==> src/design/bdq_pkg.sv <==
`default_nettype none
// ----------------------------------------------------------------------------
// Bounded deque package
// Sizes, opcodes, status codes, the store write port type and the ring
// index helper shared by the deque control and its element store.
// ----------------------------------------------------------------------------
package bdq_pkg;

   localparam int CAPACITY    = 16;
   localparam int IDX_W       = (CAPACITY > 1) ? $clog2(CAPACITY) : 1;
   localparam int CNT_W       = $clog2(CAPACITY + 1);
   localparam int DATA_W      = 32;
   localparam int OP_W        = 3;
   localparam int COUNT_OUT_W = 5;
   localparam int STATUS_W    = 2;

   typedef logic [IDX_W-1:0]  idx_type;
   typedef logic [CNT_W-1:0]  cnt_type;
   typedef logic [DATA_W-1:0] data_type;

   typedef enum logic [OP_W-1:0] {
      OP_PUSH_FRONT = 3'd0,
      OP_PUSH_BACK  = 3'd1,
      OP_POP_FIRST  = 3'd2,
      OP_COUNT      = 3'd3,
      OP_SEARCH     = 3'd4,
      OP_REVERSE    = 3'd5,
      OP_CLEAR      = 3'd6
   } op_type;

   typedef enum logic [STATUS_W-1:0] {
      STATUS_OK    = 2'd0,
      STATUS_EMPTY = 2'd1,
      STATUS_FULL  = 2'd2
   } status_type;

   typedef struct packed {
      logic     en;
      idx_type  addr;
      data_type data;
   } wr_type;

   // Adds an offset below the capacity to a ring position and wraps it.
   function automatic idx_type ring_add(idx_type base, idx_type offset);
      logic [IDX_W:0] sum;
      sum = {1'b0, base} + {1'b0, offset};
      if (sum >= (IDX_W + 1)'(CAPACITY)) begin
         sum = sum - (IDX_W + 1)'(CAPACITY);
      end
      return sum[IDX_W-1:0];
   endfunction

endpackage
`default_nettype wire

==> src/design/bdq_store.sv <==
`default_nettype none
// ----------------------------------------------------------------------------
// Bounded deque element store
// Single port write, single port read memory holding the ring of elements.
// Read data is registered and appears in the cycle after the address.
// ----------------------------------------------------------------------------
module bdq_store
   import bdq_pkg::*;
(
   input  wire      clock,
   input  wr_type   wr,
   input  idx_type  rd_addr,
   output data_type rd_data
);

   data_type mem [CAPACITY];
   data_type rd_data_ff;

   always_ff @(posedge clock) begin
      if (wr.en) begin
         mem[wr.addr] <= wr.data;
      end
   end

   always_ff @(posedge clock) begin
      rd_data_ff <= mem[rd_addr];
   end

   assign rd_data = rd_data_ff;

endmodule
`default_nettype wire

==> src/design/bounded_deque_with_search_reverse_unit.sv <==
`default_nettype none
// ----------------------------------------------------------------------------
// Bounded deque with search and reverse
// Ring buffer deque of signed 32-bit values with front and back insert,
// remove first, count, search, reverse by direction flag, and clear.
// ----------------------------------------------------------------------------
// Every operation except search gives its result in the cycle after the
// transfer, and a new transfer can be taken in every cycle while busy is low.
// Search walks the stored run through the memory read port, one entry per
// cycle, and gives its result once the last entry read has been compared (an
// empty list is answered like the other operations); busy is high for that walk.
// The result cannot be stalled. Synchronous reset empties the list.
// ----------------------------------------------------------------------------
module bounded_deque_with_search_reverse_unit
   import bdq_pkg::*;
(
   input  wire                          clock,
   input  wire                          reset,
   input  wire                          start,
   output logic                         busy,
   input  wire  [OP_W-1:0]              req_opcode,
   input  wire  signed [DATA_W-1:0]     req_value,
   output logic                         rsp_valid,
   output logic [COUNT_OUT_W-1:0]       rsp_element_count,
   output logic                         rsp_found,
   output logic [STATUS_W-1:0]          rsp_status
);

   typedef enum logic {
      ST_IDLE,
      ST_SCAN
   } state_type;

   state_type  state_ff,  state_in;
   idx_type    first_ff,  first_in;
   cnt_type    count_ff,  count_in;
   logic       rev_ff,    rev_in;
   cnt_type    issue_ff,  issue_in;
   logic       pend_ff,   pend_in;
   logic       hit_ff,    hit_in;
   data_type   key_ff,    key_in;
   logic                   rsp_valid_ff, rsp_valid_in;
   logic [COUNT_OUT_W-1:0] rsp_count_ff, rsp_count_in;
   logic                   rsp_found_ff, rsp_found_in;
   status_type             rsp_status_ff, rsp_status_in;

   wr_type   wr;
   idx_type  rd_addr;
   data_type rd_data;
   logic     accept;

   bdq_store u_store (
      .clock   (clock),
      .wr      (wr),
      .rd_addr (rd_addr),
      .rd_data (rd_data)
   );

   assign busy   = (state_ff == ST_SCAN);
   assign accept = start && !busy;

   assign rd_addr = ring_add(first_ff, issue_ff[IDX_W-1:0]);

   always_comb begin
      state_in      = state_ff;
      first_in      = first_ff;
      count_in      = count_ff;
      rev_in        = rev_ff;
      issue_in      = issue_ff;
      pend_in       = pend_ff;
      hit_in        = hit_ff;
      key_in        = key_ff;
      rsp_valid_in  = 1'b0;
      rsp_count_in  = rsp_count_ff;
      rsp_found_in  = 1'b0;
      rsp_status_in = STATUS_OK;
      wr.en         = 1'b0;
      wr.addr       = ring_add(first_ff, count_ff[IDX_W-1:0]);
      wr.data       = data_type'(req_value);

      unique case (state_ff)
         ST_IDLE: begin
            if (accept) begin
               rsp_valid_in = 1'b1;
               unique case (op_type'(req_opcode))
                  OP_PUSH_FRONT, OP_PUSH_BACK: begin
                     if (count_ff >= cnt_type'(CAPACITY)) begin
                        rsp_status_in = STATUS_FULL;
                     end else if ((op_type'(req_opcode) == OP_PUSH_FRONT) == !rev_ff) begin
                        first_in = ring_add(first_ff, idx_type'(CAPACITY - 1));
                        wr.en    = 1'b1;
                        wr.addr  = first_in;
                        count_in = count_ff + cnt_type'(1);
                     end else begin
                        wr.en    = 1'b1;
                        count_in = count_ff + cnt_type'(1);
                     end
                  end
                  OP_POP_FIRST: begin
                     if (count_ff == '0) begin
                        rsp_status_in = STATUS_EMPTY;
                     end else if (!rev_ff) begin
                        first_in = ring_add(first_ff, idx_type'(1));
                        count_in = count_ff - cnt_type'(1);
                     end else begin
                        count_in = count_ff - cnt_type'(1);
                     end
                  end
                  OP_SEARCH: begin
                     if (count_ff != '0) begin
                        rsp_valid_in = 1'b0;
                        state_in     = ST_SCAN;
                        key_in       = data_type'(req_value);
                        issue_in     = '0;
                        pend_in      = 1'b0;
                        hit_in       = 1'b0;
                     end
                  end
                  OP_REVERSE: begin
                     rev_in = !rev_ff;
                  end
                  OP_CLEAR: begin
                     count_in = '0;
                     first_in = '0;
                     rev_in   = 1'b0;
                  end
                  OP_COUNT: begin
                  end
                  default: begin
                  end
               endcase
               rsp_count_in = COUNT_OUT_W'(count_in);
            end
         end
         ST_SCAN: begin
            hit_in = hit_ff || (pend_ff && (rd_data == key_ff));
            if (issue_ff != count_ff) begin
               issue_in = issue_ff + cnt_type'(1);
               pend_in  = 1'b1;
            end else begin
               pend_in = 1'b0;
               if (!pend_ff) begin
                  state_in     = ST_IDLE;
                  rsp_valid_in = 1'b1;
                  rsp_found_in = hit_ff;
                  rsp_count_in = COUNT_OUT_W'(count_ff);
               end
            end
         end
         default: begin
            state_in = ST_IDLE;
         end
      endcase
   end

   always_ff @(posedge clock) begin
      if (reset) begin
         state_ff      <= ST_IDLE;
         first_ff      <= '0;
         count_ff      <= '0;
         rev_ff        <= 1'b0;
         issue_ff      <= '0;
         pend_ff       <= 1'b0;
         hit_ff        <= 1'b0;
         rsp_valid_ff  <= 1'b0;
         rsp_count_ff  <= '0;
         rsp_found_ff  <= 1'b0;
         rsp_status_ff <= STATUS_OK;
      end else begin
         state_ff      <= state_in;
         first_ff      <= first_in;
         count_ff      <= count_in;
         rev_ff        <= rev_in;
         issue_ff      <= issue_in;
         pend_ff       <= pend_in;
         hit_ff        <= hit_in;
         rsp_valid_ff  <= rsp_valid_in;
         rsp_count_ff  <= rsp_count_in;
         rsp_found_ff  <= rsp_found_in;
         rsp_status_ff <= rsp_status_in;
      end
      key_ff <= key_in;
   end

   assign rsp_valid         = rsp_valid_ff;
   assign rsp_element_count = rsp_count_ff;
   assign rsp_found         = rsp_found_ff;
   assign rsp_status        = rsp_status_ff;

   // The stored count never passes the capacity.
   assert property (@(posedge clock) disable iff (reset)
      count_ff <= cnt_type'(CAPACITY))
      else $error("element count above capacity");

   // Every transfer other than search is answered in the following cycle.
   assert property (@(posedge clock) disable iff (reset)
      (start && !busy && (req_opcode != OP_SEARCH)) |=> rsp_valid)
      else $error("missing result after transfer");

   // A result is never shown while a search walk is still running.
   assert property (@(posedge clock) disable iff (reset)
      rsp_valid |-> !busy)
      else $error("result strobe during search walk");

   // A hit is only reported with an ok status.
   assert property (@(posedge clock) disable iff (reset)
      rsp_found |-> (rsp_valid && (rsp_status == STATUS_OK)))
      else $error("found flag with bad status");

endmodule
`default_nettype wire
==> config.mk <==
export PLATFORM = sky130hd
export DESIGN_NAME = bounded_deque_with_search_reverse_unit
export DESIGN_NICKNAME = d
export VERILOG_FILES = /design/src/design/bdq_pkg.sv /design/src/design/bdq_store.sv /design/src/design/bounded_deque_with_search_reverse_unit.sv
export SDC_FILE = /design/constraint.sdc
export NUM_CORES = 1
export LEC_CHECK = 0
export BUFFER_PORTS_ARGS = -buffer_cell sky130_fd_sc_hd__buf_2
export CORE_ASPECT_RATIO = 0.6
export CORE_MARGIN = 1.5
export CORE_UTILIZATION = 50
export DETAILED_ROUTE_END_ITERATION = 6
export HOLD_SLACK_MARGIN = 0.1
export MAX_ROUTING_LAYER = met4
export PLACE_DENSITY = 0.65
export SLEW_MARGIN = 20
export SYNTH_ARGS = -nofsm -noshare
export SYNTH_HDL_FRONTEND = slang
export SYNTH_HIERARCHICAL = 1
export SYNTH_SLANG_ARGS = --single-unit
==> constraint.sdc <==
create_clock -name clock -period 7.64 [get_ports clock]
set_input_delay 1.528 -clock clock [delete_from_list [all_inputs] [get_ports clock]]
set_output_delay 1.528 -clock clock [all_outputs]
set_load 0.02 [all_outputs]
==> flow_summary.ini <==
[status]
status = finished clean

[route]
drc = 0
ant_nets = 0
dr.pass1.iters = 5
vias_per_cell = 6.03
dr_total_vias = 11200
drt-initial-drc-count = 1386
wirelength_mm = 52.4
drt-wirelength-per-cell_um = 28.1

[flow_run]
drv_cap = 0

[global_routing]
grt_first_pass_wirelength_mm = 75.9
grt_pass1_vias = 10800
overflow = 0
grt_antenna_before_repair = 4
grt_max_degree = 97
track_usage_pct = 23.3

[layout]
final_cell_mix = edfxtp_1 (544), mux4_2 (128), a22oi_1 (66), dfxtp_1 (59), clkbuf_16 (54)
stdcell_area_um2 = 26100
multiInputGateArea_um2 = 5320
final_common_cell = edfxtp_1
seqCellArea_um2 = 17500
fillers = 3314
drive_gt1_share_pct = 25.4
area_growth_pct = 13.3
fin_nets = 1249

[synth]
synthArstFlopShare_pct = 0
yosysTopAreaCell = edfxtp_1
synth_edf_count = 544
syn_area_per_cell_um2 = 20.3
syn-instance-count = 1135
yosysTopAreaCellShare_pct = 71.0
ys_top_cells_by_area = edfxtp_1 (71%), mux4_2 (13%), dfxtp_1 (5.1%)
synth_warnings = 6
syn_area_um2 = 23000
ys_types = 54
seq_area_frac_synth_pct = 76.1
ys_seq_elements = 603
synthFlopType = edfxtp_1
syn_nets = 1187

[hold_path]
worstHoldStart = pend_ff
min_path_type = reg2reg

[critical_path]
crit_start = req_opcode[2]
slowest_stage = nor2_4
cp-start-kind = input pin
cp.required_ns = 7.84
path_delay_family = simple AND/OR/NAND/NOR gates
max_stage_delay_ns = 0.97
critPathKind = in2reg
cp.arrival_ns = 5.14
worstPathCellList = buf_2, nor3_2, and2_1, nand2_1, o21ai_0, nand2_1, nor2_4
rr_startpoint = count_ff[4]
end_kind = register
cpMostUsedCell = nand2_1
critPathMaxFanout = 32
path_buf_inv = 1

[sta]
final.setup.tns_ns = 0
worst_slack_ns = 2.69
tightest_slew_ns = 1.08
maxSlewViolCount = 0
skew_ns = 0.0196
slew-limit-headroom_pct = 28.0
fmax_ghz = 0.202
hold_ws_ns = 0.482
fin_crit_sh_pct = 64.8
setup_viol = 0
hold_viol = 0
rsz0062_at_grt = no
period_needed_ns = 4.95

[pwr]
p_leak_nw = 8.20
p_per_area_nw_per_um2 = 267
vdd_drop_max_uv = 224

[placed_design]
dp_slack_ns = 2.10
place_area_um2 = 24100
dp_hpwl_mm = 31.6
port_buffers = 47
gp_congestion = 0.868

[die]
num_rows = 60
start_util_pct = 51.0
die-area_um2 = 47400
pin_count = 48
die_y_um = 169
core_um2 = 45100
die_x_um = 280

[clock_network]
cts.reportedPaths.clkPinSlew_ns = 0.07
post_cts_resize_count = 0
post_cts_buffers = 0
htreeDepth = 2
cts_root_buf = clkbuf_16
clock_latency_ns = 0.59
clkSinkCount = 603
cts_tree = yes
holdBufCountCts = 0
clockBufferDepth = 3
numCtsBuffers = 52
-- worst paths after layout --
check / slack (ns) / end / cells after the start
hold reg to reg: 0.48 / pend_ff / 2
setup reg to reg: 3.35 / u_store/mem[7][11] / 6
setup / recovery: 2.69 / u_store/mem[7][11] / 7
hold / removal: 0.48 / pend_ff / 2
-- per-stage QoR --
| stage | power (mW) | util, % | instances |
|---|---|---|---|
| after global routing | 7.18 | 57.8 | 1861 |
| after CTS | 7.02 | 57.4 | 1855 |
| after global placement | 4.20 | 53.1 | 1753 |
| final | 6.97 | 57.8 | 1865 |
| after floorplan | 4.00 | - | 1135 |
| after detailed placement | 4.20 | 53.3 | 1757 |
-- synth_stat cells (3+ instances only) --
| cell | number |
|---|---|
| a211oi_1 | 3 |
| a21oi_1 | 14 |
| a22oi_1 | 66 |
| and2_1 | 3 |
| and3_1 | 4 |
| buf_1 | 9 |
| buf_2 | 11 |
| buf_4 | 10 |
| clkbuf_1 | 25 |
| dfxtp_1 | 59 |
| edfxtp_1 | 544 |
| ha_1 | 12 |
| inv_1 | 11 |
| mux4_2 | 128 |
| nand2_1 | 50 |
| nand2b_1 | 6 |
| nand3_1 | 5 |
| nand3b_1 | 3 |
| nand4_1 | 7 |
| nor2_1 | 29 |
| nor2b_1 | 5 |
| nor3_1 | 13 |
| nor3b_1 | 4 |
| nor4_1 | 5 |
| o211ai_1 | 4 |
| o21ai_0 | 14 |
| o31ai_1 | 5 |
| or3_1 | 3 |
| xnor2_1 | 34 |
| xor2_1 | 15 |
-- kinds of logic (layout without fill, tap and decap cells) --
kind of cell    count (synthesis)  in the layout  synth area share (%)
xor+xnor                       49             49                  1.87
mux                           130            130                  12.6
simple gates                  144            144                  3.15
buf+inv                        68            174                  1.40
compound gates                127            127                  4.01
fa+ha+maj                      14             14                 0.827
other cells                     0              4                     0
flops                         603            603                  76.1
-- power by group --
part	internal (mW)	leakage [nW]	switching, mW
sequential	3.65	5.38	0.0255
combinational	0.164	1.91	0.296
clock	1.66	0.911	1.18
-- tightest hold or removal path: stages (launching register included) --
cell and delay (ns):
dfxtp_1 0.33, nand2_1 0.06, a21oi_1 0.05
-- cell type report --
type	count	area share [%]
diodes	4	0.0384
clock buffers	64	5.56
clock inverters	34	1.58
inverters	11	0.168
multi-input cells	464	20.4
flip-flops and latches	603	67.2
well taps	620	2.97
repair buffers	65	2.12
-- flip-flops by register name (all words and copies together) (netlist names) --
| register | count |
|---|---|
| u_store/mem | 512 |
| key_ff | 32 |
| u_store/rd_data | 32 |
| count_ff | 5 |
| issue_ff | 5 |
| rsp_element_count | 5 |
| first_ff | 4 |
| rsp_status | 2 |
| busy | 1 |
| hit_ff | 1 |
| pend_ff | 1 |
| rev_ff | 1 |
| rsp_found | 1 |
| rsp_valid | 1 |
-- routing by layer --
metal	global-route usage, %	up-vias	routed length, µm
met5	-	-	0
met4	3.64	0	614
met3	7.06	55	6030
met2	29.9	491	21400
met1	36.8	5922	24400
li1	-	4774	-
Power figures use the tool's default switching activity.
